### src/rtl/pcmf_pkg.sv
// ----------------------------------------------------------------------------
// pcmf_pkg
// Shared constants, types and helper functions of the PCM to float converter.
// ----------------------------------------------------------------------------
package pcmf_pkg;

    localparam int unsigned ByteW  = 8;
    localparam int unsigned FloatW = 32;
    localparam int unsigned FmtW   = 3;
    localparam int unsigned CfgIdxW = 1;
    localparam int unsigned CfgDataW = 32;

    localparam logic [FmtW-1:0] FMT_U8  = 3'd0;
    localparam logic [FmtW-1:0] FMT_S8  = 3'd1;
    localparam logic [FmtW-1:0] FMT_S16 = 3'd2;
    localparam logic [FmtW-1:0] FMT_S24 = 3'd3;
    localparam logic [FmtW-1:0] FMT_S32 = 3'd4;

    localparam logic [CfgIdxW-1:0] REG_FORMAT = 1'd0;
    localparam logic [CfgIdxW-1:0] REG_MONO   = 1'd1;

    typedef struct packed {
        logic        neg;
        logic [31:0] mag;
        logic [7:0]  bias_exp;
    } t_sample;

    function automatic logic [FmtW-1:0] active_fmt(input logic [FmtW-1:0] f);
        active_fmt = (f > FMT_S32) ? FMT_S16 : f;
    endfunction

    function automatic logic [1:0] last_pos(input logic [FmtW-1:0] f);
        unique case (f)
            FMT_U8, FMT_S8: last_pos = 2'd0;
            FMT_S24:        last_pos = 2'd2;
            FMT_S32:        last_pos = 2'd3;
            default:        last_pos = 2'd1;
        endcase
    endfunction

endpackage

### src/rtl/pcmf_if.sv
// ----------------------------------------------------------------------------
// pcmf_if
// Valid/ready channels: byte input, float output and register writes.
// ----------------------------------------------------------------------------
interface pcmf_byte_if;
    logic       valid;
    logic       ready;
    logic [7:0] data_byte;
    modport source (output valid, output data_byte, input ready);
    modport sink   (input valid, input data_byte, output ready);
endinterface

interface pcmf_float_if;
    logic        valid;
    logic        ready;
    logic [31:0] float_bits;
    logic        last_copy;
    modport source (output valid, output float_bits, output last_copy, input ready);
    modport sink   (input valid, input float_bits, input last_copy, output ready);
endinterface

interface pcmf_cfg_if;
    logic        valid;
    logic        ready;
    logic [0:0]  index;
    logic [31:0] data;
    modport source (output valid, output index, output data, input ready);
    modport sink   (input valid, input index, input data, output ready);
endinterface

### src/rtl/pcm_bytes_to_float_converter_top.sv
// ----------------------------------------------------------------------------
// pcm_bytes_to_float_converter_top
// PCM byte stream to IEEE-754 single precision converter.
// ----------------------------------------------------------------------------
// One byte is accepted per cycle unless the output stalls. Bytes are gathered
// into a sample in the input stage; the completed sample is registered and
// converted to a float in the next stage, whose output register holds the
// result. The last byte of a sample passes the sample register and then the
// output register before its result appears. In mono mode a sample yields two
// results and can hold the input back while the second copy is sent.
module pcm_bytes_to_float_converter_top (
    input  logic          i_clk,
    input  logic          i_rst_n,
    pcmf_byte_if.sink     in_ch,
    pcmf_float_if.source  out_ch,
    pcmf_cfg_if.sink      cfg_ch
);
    logic [pcmf_pkg::FmtW-1:0] r_fmt;
    logic                      r_mono;
    logic                      take, done, clr;
    pcmf_pkg::t_sample         smp;
    pcmf_pkg::t_sample         r_smp;
    logic                      r_sv;
    logic                      r_smono;
    logic [31:0]               bits;
    logic                      r_ov;
    logic [31:0]               r_obits;
    logic                      r_olast;
    logic                      r_dup;
    logic                      out_free, mid_free;

    assign cfg_ch.ready = 1'b1;
    assign clr = cfg_ch.valid && cfg_ch.index == pcmf_pkg::REG_FORMAT;

    always_ff @(posedge i_clk) begin
        if (!i_rst_n) begin
            r_fmt  <= pcmf_pkg::FMT_S16;
            r_mono <= 1'b0;
        end else if (cfg_ch.valid) begin
            unique case (cfg_ch.index)
                pcmf_pkg::REG_FORMAT: r_fmt  <= cfg_ch.data[2:0];
                default:              r_mono <= cfg_ch.data[0];
            endcase
        end
    end

    // output stage free if empty or being taken and no pending duplicate
    assign out_free = !r_ov || (out_ch.ready && !r_dup);
    assign mid_free = !r_sv || out_free;
    assign in_ch.ready = mid_free;
    assign take = in_ch.valid && in_ch.ready;

    pcmf_gather u_gather (
        .i_clk    (i_clk),
        .i_rst_n  (i_rst_n),
        .i_take   (take),
        .i_byte   (in_ch.data_byte),
        .i_clear  (clr),
        .i_fmt    (r_fmt),
        .o_done   (done),
        .o_sample (smp)
    );

    always_ff @(posedge i_clk) begin
        if (!i_rst_n) begin
            r_sv <= 1'b0;
        end else if (mid_free) begin
            r_sv <= done;
        end
    end

    always_ff @(posedge i_clk) begin
        if (mid_free && done) begin
            r_smp   <= smp;
            r_smono <= r_mono;
        end
    end

    pcmf_pack u_pack (
        .i_sample (r_smp),
        .o_bits   (bits)
    );

    always_ff @(posedge i_clk) begin
        if (!i_rst_n) begin
            r_ov  <= 1'b0;
            r_dup <= 1'b0;
        end else if (r_ov && r_dup && out_ch.ready) begin
            r_dup <= 1'b0;
        end else if (out_free) begin
            r_ov  <= r_sv;
            r_dup <= r_sv && r_smono;
        end
    end

    always_ff @(posedge i_clk) begin
        if (r_ov && r_dup && out_ch.ready) begin
            r_olast <= 1'b1;
        end else if (out_free && r_sv) begin
            r_obits <= bits;
            r_olast <= !r_smono;
        end
    end

    assign out_ch.valid      = r_ov;
    assign out_ch.float_bits = r_obits;
    assign out_ch.last_copy  = r_olast;

    a_dup_first: assert property (@(posedge i_clk) disable iff (!i_rst_n)
        r_dup && r_ov |-> !r_olast) else $error("duplicate pending on last copy");
    a_dup_hold: assert property (@(posedge i_clk) disable iff (!i_rst_n)
        r_ov && r_dup && out_ch.ready |=> r_ov && r_olast && $stable(r_obits))
        else $error("second copy lost");
    a_stall_in: assert property (@(posedge i_clk) disable iff (!i_rst_n)
        r_sv && r_ov && !out_ch.ready |-> !in_ch.ready) else $error("input not stalled");
endmodule

### src/rtl/pcmf_gather.sv
// ----------------------------------------------------------------------------
// pcmf_gather
// Collects bytes into a sample and decodes it to sign, magnitude, exponent.
// ----------------------------------------------------------------------------
module pcmf_gather (
    input  logic                        i_clk,
    input  logic                        i_rst_n,
    input  logic                        i_take,
    input  logic [7:0]                  i_byte,
    input  logic                        i_clear,
    input  logic [pcmf_pkg::FmtW-1:0]   i_fmt,
    output logic                        o_done,
    output pcmf_pkg::t_sample           o_sample
);
    logic [23:0] r_acc;
    logic [1:0]  r_pos;
    logic [31:0] raw;
    logic        last;
    logic [pcmf_pkg::FmtW-1:0] fmt;
    logic signed [32:0] val;

    assign fmt    = pcmf_pkg::active_fmt(i_fmt);
    assign last   = (r_pos == pcmf_pkg::last_pos(fmt));
    assign o_done = i_take && last;

    always_comb begin
        raw = {8'd0, r_acc};
        unique case (r_pos)
            2'd0: raw[7:0]   = i_byte;
            2'd1: raw[15:8]  = i_byte;
            2'd2: raw[23:16] = i_byte;
            default: raw[31:24] = i_byte;
        endcase
        unique case (fmt)
            pcmf_pkg::FMT_U8: begin
                val = $signed({25'd0, raw[7:0]}) - 33'sd128;
                o_sample.bias_exp = 8'd135;
            end
            pcmf_pkg::FMT_S8: begin
                val = {{25{raw[7]}}, raw[7:0]};
                o_sample.bias_exp = 8'd135;
            end
            pcmf_pkg::FMT_S24: begin
                val = {{9{raw[23]}}, raw[23:0]};
                o_sample.bias_exp = 8'd119;
            end
            pcmf_pkg::FMT_S32: begin
                val = {raw[31], raw};
                o_sample.bias_exp = 8'd111;
            end
            default: begin
                val = {{17{raw[15]}}, raw[15:0]};
                o_sample.bias_exp = 8'd127;
            end
        endcase
        o_sample.neg = val[32];
        o_sample.mag = val[32] ? 32'(-val) : val[31:0];
    end

    always_ff @(posedge i_clk) begin
        if (!i_rst_n || i_clear) begin
            r_acc <= '0;
            r_pos <= '0;
        end else if (i_take) begin
            if (last) begin
                r_acc <= '0;
                r_pos <= '0;
            end else begin
                r_acc <= raw[23:0];
                r_pos <= r_pos + 2'd1;
            end
        end
    end
endmodule

### src/rtl/pcmf_pack.sv
// ----------------------------------------------------------------------------
// pcmf_pack
// Normalizes a registered magnitude and rounds it to single precision bits.
// ----------------------------------------------------------------------------
module pcmf_pack (
    input  pcmf_pkg::t_sample  i_sample,
    output logic [31:0]        o_bits
);
    logic [4:0]  top;
    logic [31:0] norm;
    logic [23:0] frac;
    logic        grd, stk;
    logic [24:0] rnd;
    logic [7:0]  expo;

    always_comb begin
        top = '0;
        for (int i = 0; i < 32; i++) begin
            if (i_sample.mag[i]) top = 5'(i);
        end
        norm = i_sample.mag << (5'd31 - top);
        frac = norm[31:8];
        grd  = norm[7];
        stk  = |norm[6:0];
        rnd  = {1'b0, frac} + 25'(grd && (stk || frac[0]));
        expo = i_sample.bias_exp + 8'(top) + 8'(rnd[24]);
        if (i_sample.mag == '0) begin
            o_bits = '0;
        end else begin
            o_bits = {i_sample.neg, expo,
                      rnd[24] ? rnd[23:1] : rnd[22:0]};
        end
    end
endmodule

### src/flat_wrapper.sv
// flat-port wrapper written by rule: the top's interface ports become plain ports
module pcm_bytes_to_float_converter_top_flat 
  (i_clk, i_rst_n, in_ch_valid, in_ch_data_byte, in_ch_ready, out_ch_valid, out_ch_float_bits, out_ch_last_copy, out_ch_ready, cfg_ch_valid, cfg_ch_index, cfg_ch_data, cfg_ch_ready);
  pcmf_byte_if in_ch_i ();
  pcmf_float_if out_ch_i ();
  pcmf_cfg_if cfg_ch_i ();
  input  logic i_clk;
  input  logic i_rst_n;
  input wire logic [$bits(in_ch_i.valid)-1:0] in_ch_valid;
  input wire logic [$bits(in_ch_i.data_byte)-1:0] in_ch_data_byte;
  output wire logic [$bits(in_ch_i.ready)-1:0] in_ch_ready;
  output wire logic [$bits(out_ch_i.valid)-1:0] out_ch_valid;
  output wire logic [$bits(out_ch_i.float_bits)-1:0] out_ch_float_bits;
  output wire logic [$bits(out_ch_i.last_copy)-1:0] out_ch_last_copy;
  input wire logic [$bits(out_ch_i.ready)-1:0] out_ch_ready;
  input wire logic [$bits(cfg_ch_i.valid)-1:0] cfg_ch_valid;
  input wire logic [$bits(cfg_ch_i.index)-1:0] cfg_ch_index;
  input wire logic [$bits(cfg_ch_i.data)-1:0] cfg_ch_data;
  output wire logic [$bits(cfg_ch_i.ready)-1:0] cfg_ch_ready;
  assign in_ch_i.valid = in_ch_valid;
  assign in_ch_i.data_byte = in_ch_data_byte;
  assign in_ch_ready = in_ch_i.ready;
  assign out_ch_valid = out_ch_i.valid;
  assign out_ch_float_bits = out_ch_i.float_bits;
  assign out_ch_last_copy = out_ch_i.last_copy;
  assign out_ch_i.ready = out_ch_ready;
  assign cfg_ch_i.valid = cfg_ch_valid;
  assign cfg_ch_i.index = cfg_ch_index;
  assign cfg_ch_i.data = cfg_ch_data;
  assign cfg_ch_ready = cfg_ch_i.ready;
  pcm_bytes_to_float_converter_top u_core (.i_clk(i_clk), .i_rst_n(i_rst_n), .in_ch(in_ch_i), .out_ch(out_ch_i), .cfg_ch(cfg_ch_i));
endmodule
### config.mk
export PLATFORM = sky130hd
export DESIGN_NAME = pcm_bytes_to_float_converter_top_flat
export DESIGN_NICKNAME = d
export VERILOG_FILES = /design/src/rtl/pcmf_pkg.sv /design/src/rtl/pcmf_if.sv /design/src/rtl/pcm_bytes_to_float_converter_top.sv /design/src/rtl/pcmf_gather.sv /design/src/rtl/pcmf_pack.sv /design/src/flat_wrapper.sv
export SDC_FILE = /design/constraint.sdc
export NUM_CORES = 1
export LEC_CHECK = 0
export ABC_AREA = 1
export BUFFER_PORTS_ARGS = -buffer_cell sky130_fd_sc_hd__buf_2
export CORE_AREA = 2 2 154 156
export CTS_CLUSTER_DIAMETER = 30
export DETAILED_ROUTE_END_ITERATION = 8
export DIE_AREA = 0 0 156 158
export SETUP_SLACK_MARGIN = 0.02
export SYNTH_ARGS = -nofsm -noshare
export SYNTH_HDL_FRONTEND = slang
export SYNTH_HIERARCHICAL = 1
export SYNTH_SLANG_ARGS = --single-unit
export TNS_END_PERCENT = 10
### constraint.sdc
create_clock -name i_clk -period 12.2 [get_ports i_clk]
set_input_delay 0.61 -clock i_clk [delete_from_list [all_inputs] [get_ports i_clk]]
set_output_delay 0.61 -clock i_clk [all_outputs]
set_load 0.005 [all_outputs]
# After elaboration in Yosys (flattened, before gate mapping)
# Cells that the tools add are included.
[word_totals] wordCells=104 input_bits=46 out_inout_bits=36 regBits=108
[op_classes] bitwise=3 n_eq_ne=6 n_reduce_logical=30 mux=43 n_addsub=7 n_lt_le_gt_ge=1 shifts=1
[ops] op="$mux 5" n=30
[ops] op="$pmux 33 s4" n=1
[ops] op="$logic_not 32->1" n=1
[ops] op="$mux 32" n=1
[ops] op="$mux 8" n=4
[ops] op="$neg 32->32" n=1
[ops] op="$shl 32x5->32" n=1
[ops] op="$add 24x1->25" n=1
[ops] op="$mux 24" n=1
[ops] op="$pmux 8 s3" n=1
[ops] op="$mux 23" n=1
[ops] op="$logic_and 1x1->1" n=10
[ops] op="$sub 8x8->9 const B" n=1
[ops] op="$add 8x1->8" n=1
[ops] op="$add 8x5->8" n=1
[ops] op="$reduce_and 2->1" n=4
[ops] op="$reduce_or 7->1" n=1
[ops] op="$pmux 2 s3" n=1
[ops] op="$logic_not 1->1" n=5
[ops] op="$sub 5x5->5 const A" n=1
[ops] op="$logic_or 1x1->1" n=4
[ops] op="$reduce_or 2->1" n=2
[ops] op="$eq 3x1->1 const B" n=1
[ops] op="$eq 3x2->1 const B" n=1
[ops] op="other kinds (13)" n=15

# Longest topological paths before layout
[depth] depth_word=38 depth_mapped=55 depth_no_buf=54

# Modules after synthesis
# Netlist, hierarchy kept.
[by_module_without_submodules] module="pcmf_pack" n_inst=1 area_each_um2=3555.9 cells_per_inst=736
[by_module_without_submodules] module="pcmf_gather" n_inst=1 area_each_um2=2940.3 cells_per_inst=568
[by_module_without_submodules] module="pcm_bytes_to_float_converter_top" n_inst=1 area_each_um2=2586.2 cells_per_inst=129

# Worst setup path after synthesis
# Ideal clock, no wire load.
[synth_path] path_kind="reg2reg" start="register u_core/r_smp[10] in the netlist's numbering" end="register u_core.r_obits[29], in the netlist u_core/out_ch.float_bits[29] (data pin)" arrival_time_ns=4.617 required_ns=11.939 setup_slack_ns=7.322 setup_ns=0.261 path_stages_with_launch=55 synth_period_minus_slack_ns=4.878 path_cell_list="edfxtp_1 inv_2 nand2_1 nand2_1 nand2_1 nand2_1 nand2_1 nand2_1 nand2_1 nand2_1 nand2_1 nand2_1 nand2_1 nand2_1 nand2_1 nand2_1 nand2_1 nand2_1 (+19 left out) inv_1 nor2_1 ha_1 nand3_2 nor2_8 nand3_4 nor2_2 nand3_1 fa_1 inv_1 fa_1 a21oi_1 nor2_1 nor2_1 nor2_1 o21ai_0 o21ai_0 a21oi_1"
[synth_between] elab_chain_len=37
[synth_rtl] element="start, declared" line="pcm_bytes_to_float_converter_top.sv:22" text="pcmf_pkg::t_sample r_smp;"
[synth_rtl] element="start signal, assigned" line="pcm_bytes_to_float_converter_top.sv:74" text="r_smp <= smp;"
[synth_rtl] element="$mux 5 (30 in series)" line="pcmf_pack.sv:19" text="if (i_sample.mag[i]) top = 5'(i);"
[synth_rtl] element="$sub 5x5->5" line="pcmf_pack.sv:21" text="norm = i_sample.mag << (5'd31 - top);"
[synth_rtl] element="$shl 32x5->32" line="pcmf_pack.sv:21"
[synth_rtl] element="$reduce_or 7->1" line="pcmf_pack.sv:24" text="stk = |norm[6:0];"
[synth_rtl] element="$logic_or 1x1->1" line="pcmf_pack.sv:25" text="rnd = {1'b0, frac} + 25'(grd && (stk || frac[0]));"
[synth_rtl] element="$logic_and 1x1->1" line="pcmf_pack.sv:25"
[synth_rtl] element="$add 24x1->25" line="pcmf_pack.sv:25"
[synth_rtl] element="$add 8x1->8" line="pcmf_pack.sv:26" text="expo = i_sample.bias_exp + 8'(top) + 8'(rnd[24]);"
[synth_rtl] element="end signal, assigned" line="pcm_bytes_to_float_converter_top.sv:100" text="r_obits <= bits;"
[synth_rtl] element="end, declared" line="pcm_bytes_to_float_converter_top.sv:27" text="logic [31:0] r_obits;"
# Parallel ways exist; a longest one is shown, timed or not.
# A chain may end at the register's enable or synchronous reset.

# Worst setup path after layout
# Same ends and word-level chain as after synthesis.

==> metrics.yaml <==
run_status: "completed"
max_clock_freq_mhz: 165
report.final.setup_viol: 0
max_slew_margin_pct: 19.3
clkTransAtPathRegs_ns: 0.08
cp_common_cell: "sky130_fd_sc_hd__nand2_1"
final.setup_skew_ns: 0.0176
pwr_density_cell_nw_per_um2: 128
min_delay_path_depth: 3
fillers: 2505
max_slew.worst_pin.slew_ns: 1.21
grt_setup_unrepaired: "false"
start_util_pct: 39.4
reg2regPathDepth: 53
worstSetupPathType: "reg2reg"
drt-initial-drc-count: 980
final_net_count: 1509
yosys_register_bits: 108
critPathMaxStageDelay_ns: 0.42
syn-mean-instance-area_um2: 6.34
crit_path_dat_ns: 6.16
pin_count_of_the_biggest_net_entering_global_routing: 42
path_depth: 53
route.detailed.wl_per_inst_um: 13.9
cts_inserted_buffers: 9
critPathMaxFanout: 39
worst_ir_drop_vdd_uv: 82.2
die_width_um: 156
timing.critical_path.required_ns: 12.31
postCtsHoldBufs: 0
cp_slowest_cell: "sky130_fd_sc_hd__edfxtp_1"
postCtsSetupRepairBufs: 0
clock_latency_ns: 0.36
async_reset_ff_share_pct: 0
first_global_vias: 8103
routed-via-count: 8945
drt_pass1_iterations: 6
power.total_w: 0.00125
final-max-slew-violation-count: 0
tns_ns: 0
gp_congestion: 0.929
cts.path.max_buffers: 2
ctsRootBufferMaster: "sky130_fd_sc_hd__clkbuf_16"
die-height_um: 158
coreArea_um2: 23100
antenna_found_initial: 0
numPortBuffers: 51
critical_path_buf_inv_count: 3
synth_flop_cell: "sky130_fd_sc_hd__edfxtp_1"
gr-usage-all-layers_pct: 20.0
synth_edf_count: 74
postCtsResizedCells: 0
worst_path_dominant_cell_family: "simple AND/OR/NAND/NOR gates"
route.detailed.drc: 0
layout-drive-gt1-share_pct: 10.5
row_count: 56
worstHoldPathType: "in2reg"
period_share_pct: 49.6
setup.reg_to_reg.worst_slack_ns: 6.15
area_growth_pct: 7.91
syn-instance-count: 1433
ioPinCount: 82
via_per_inst: 5.12
drv_cap: 0
grt_first_pass_wirelength_um: 39900
timing.final.crit_period_ns: 6.05
timing_hold_violations_final: 0
p_leak_nw: 4.84
cp-start-kind: "flip-flop"
detailedPlacementHpwl_um: 19100
critPathCaptureType: "flip-flop"
yosys_warnings: 6
synth.lib_cells_used.distinct: 45
cts_htree_levels: 3
num_antenna_cells: 0
drt_wl_total_um: 24200
synth-seq-area-share_pct: 32.0
cts_sinks: 108
tritoncts_clock_tree: "done"
gr-total-overflow: 0
mappedNetlistArea_um2: 9080
postRouteAntennaNets: 0
die_outline_area_um2: 24600
## synth_stat cells, types with 17 or more instances
cell | count | area share, %
sky130_fd_sc_hd__a21oi_1 | 17 | 0.94
sky130_fd_sc_hd__nand2_1 | 456 | 19
sky130_fd_sc_hd__o21ai_0 | 56 | 3.1
sky130_fd_sc_hd__nand4_1 | 27 | 1.9
sky130_fd_sc_hd__dfxtp_1 | 34 | 7.5
sky130_fd_sc_hd__inv_1 | 160 | 6.6
sky130_fd_sc_hd__nand3_1 | 243 | 13
sky130_fd_sc_hd__xor2_1 | 19 | 1.8
sky130_fd_sc_hd__nor2_1 | 155 | 6.4
sky130_fd_sc_hd__clkbuf_1 | 25 | 1.0
sky130_fd_sc_hd__nand2_2 | 17 | 1.2
sky130_fd_sc_hd__edfxtp_1 | 74 | 24
## where the power goes
part | switching, W | internal, W | total [W]
clock | 0.000151 | 0.000148 | 0.000300
sequential | 0.0000159 | 0.000439 | 0.000455
combinational | 0.000344 | 0.000155 | 0.000499
## per-layer routing
layer  up-vias  GRT usage (%)  share of wire, %
li1       4660              -                 -
met1      4053           25.7                46
met2       209           35.3                49
met3        23           2.57               3.4
met4         0           5.85               1.7
met5         -              0                 0
## worst min-delay path: stages
cell                      delay (ns)
sky130_fd_sc_hd__buf_2          0.07
sky130_fd_sc_hd__nand2_1        0.04
sky130_fd_sc_hd__nand3_1        0.05
## final cells by class
cell class                 instances  area, um2  area share (%)
timing repair buffer              59        315            3.22
multi-input combinational       1095       5240            53.5
inverter                         178        668            6.82
clock inverter                     7       86.3           0.881
tap                              290        363            3.70
sequential                       108       2900            29.6
clock buffer                       9        225            2.30
## placed cells by master, fill, tap and decap left out, types with 2 or more instances in the layout
master / instances
sky130_fd_sc_hd__nand3_1: 243
sky130_fd_sc_hd__inv_6: 2
sky130_fd_sc_hd__and2_1: 2
sky130_fd_sc_hd__clkinv_8: 2
sky130_fd_sc_hd__o21ai_0: 56
sky130_fd_sc_hd__nand3_4: 2
sky130_fd_sc_hd__conb_1: 4
sky130_fd_sc_hd__nor2_2: 14
sky130_fd_sc_hd__nand4_1: 27
sky130_fd_sc_hd__nor2_8: 2
sky130_fd_sc_hd__nand3_2: 13
sky130_fd_sc_hd__fa_1: 2
sky130_fd_sc_hd__buf_2: 51
sky130_fd_sc_hd__dfxtp_1: 34
sky130_fd_sc_hd__buf_4: 8
sky130_fd_sc_hd__nand3b_1: 3
sky130_fd_sc_hd__edfxtp_1: 74
sky130_fd_sc_hd__o21ai_1: 9
sky130_fd_sc_hd__nor2_1: 155
sky130_fd_sc_hd__nor2_4: 6
sky130_fd_sc_hd__inv_2: 15
sky130_fd_sc_hd__clkbuf_16: 9
sky130_fd_sc_hd__nor3_1: 11
sky130_fd_sc_hd__nand2_2: 17
sky130_fd_sc_hd__a21oi_2: 3
sky130_fd_sc_hd__nand2_1: 456
sky130_fd_sc_hd__xor2_1: 19
sky130_fd_sc_hd__nand2_4: 2
sky130_fd_sc_hd__inv_1: 160
sky130_fd_sc_hd__a21oi_1: 15
sky130_fd_sc_hd__xnor2_1: 10
sky130_fd_sc_hd__o21bai_1: 3
sky130_fd_sc_hd__ha_1: 10
sky130_fd_sc_hd__clkinv_1: 3
## metrics by stage
step / hold slack (ns) / setup WS (ns) / util (%) / area [um2] / std cells
floorplan: 0.409 / 7.32 / - / 9090 / 1435
global placement: 0.426 / 6.15 / 41.2 / 9490 / 1730
detailed placement: 0.428 / 6.15 / 41.2 / 9490 / 1730
CTS: 0.431 / 6.11 / 42.5 / 9800 / 1746
global route: 0.454 / 5.36 / 42.5 / 9800 / 1746
finish: 0.446 / 6.15 / 42.5 / 9800 / 1746
## state kept, by name, summed over array words and instances, names as in the netlist
signal,count
u_core/r_smp,41
u_core/out_ch.float_bits,32
u_core/u_gather/r_acc,24
u_core/r_fmt,3
u_core/u_gather/r_pos,2
u_core/out_ch.last_copy,1
u_core/out_ch.valid,1
u_core/r_dup,1
u_core/r_mono,1
u_core/r_smono,1
u_core/r_sv,1
## worst paths after layout
path                                       start                      endpoint
worst min-delay path              cfg_ch_data[1]               u_core/r_fmt[1]
worst max-delay path            u_core/r_smp[10]  u_core/out_ch.float_bits[29]
worst min register to register     u_core/r_mono                u_core/r_smono
worst max register to register  u_core/r_smp[10]  u_core/out_ch.float_bits[29]
## kinds of logic after synthesis
group	synth area share, %
simple gates	47.4
buf+inv	10.5
flops	32.0
compound gates	5.43
xor+xnor	2.80
fa+ha+maj	1.82
other cells	0.0827
No activity file was read; power rests on OpenSTA's default activity.
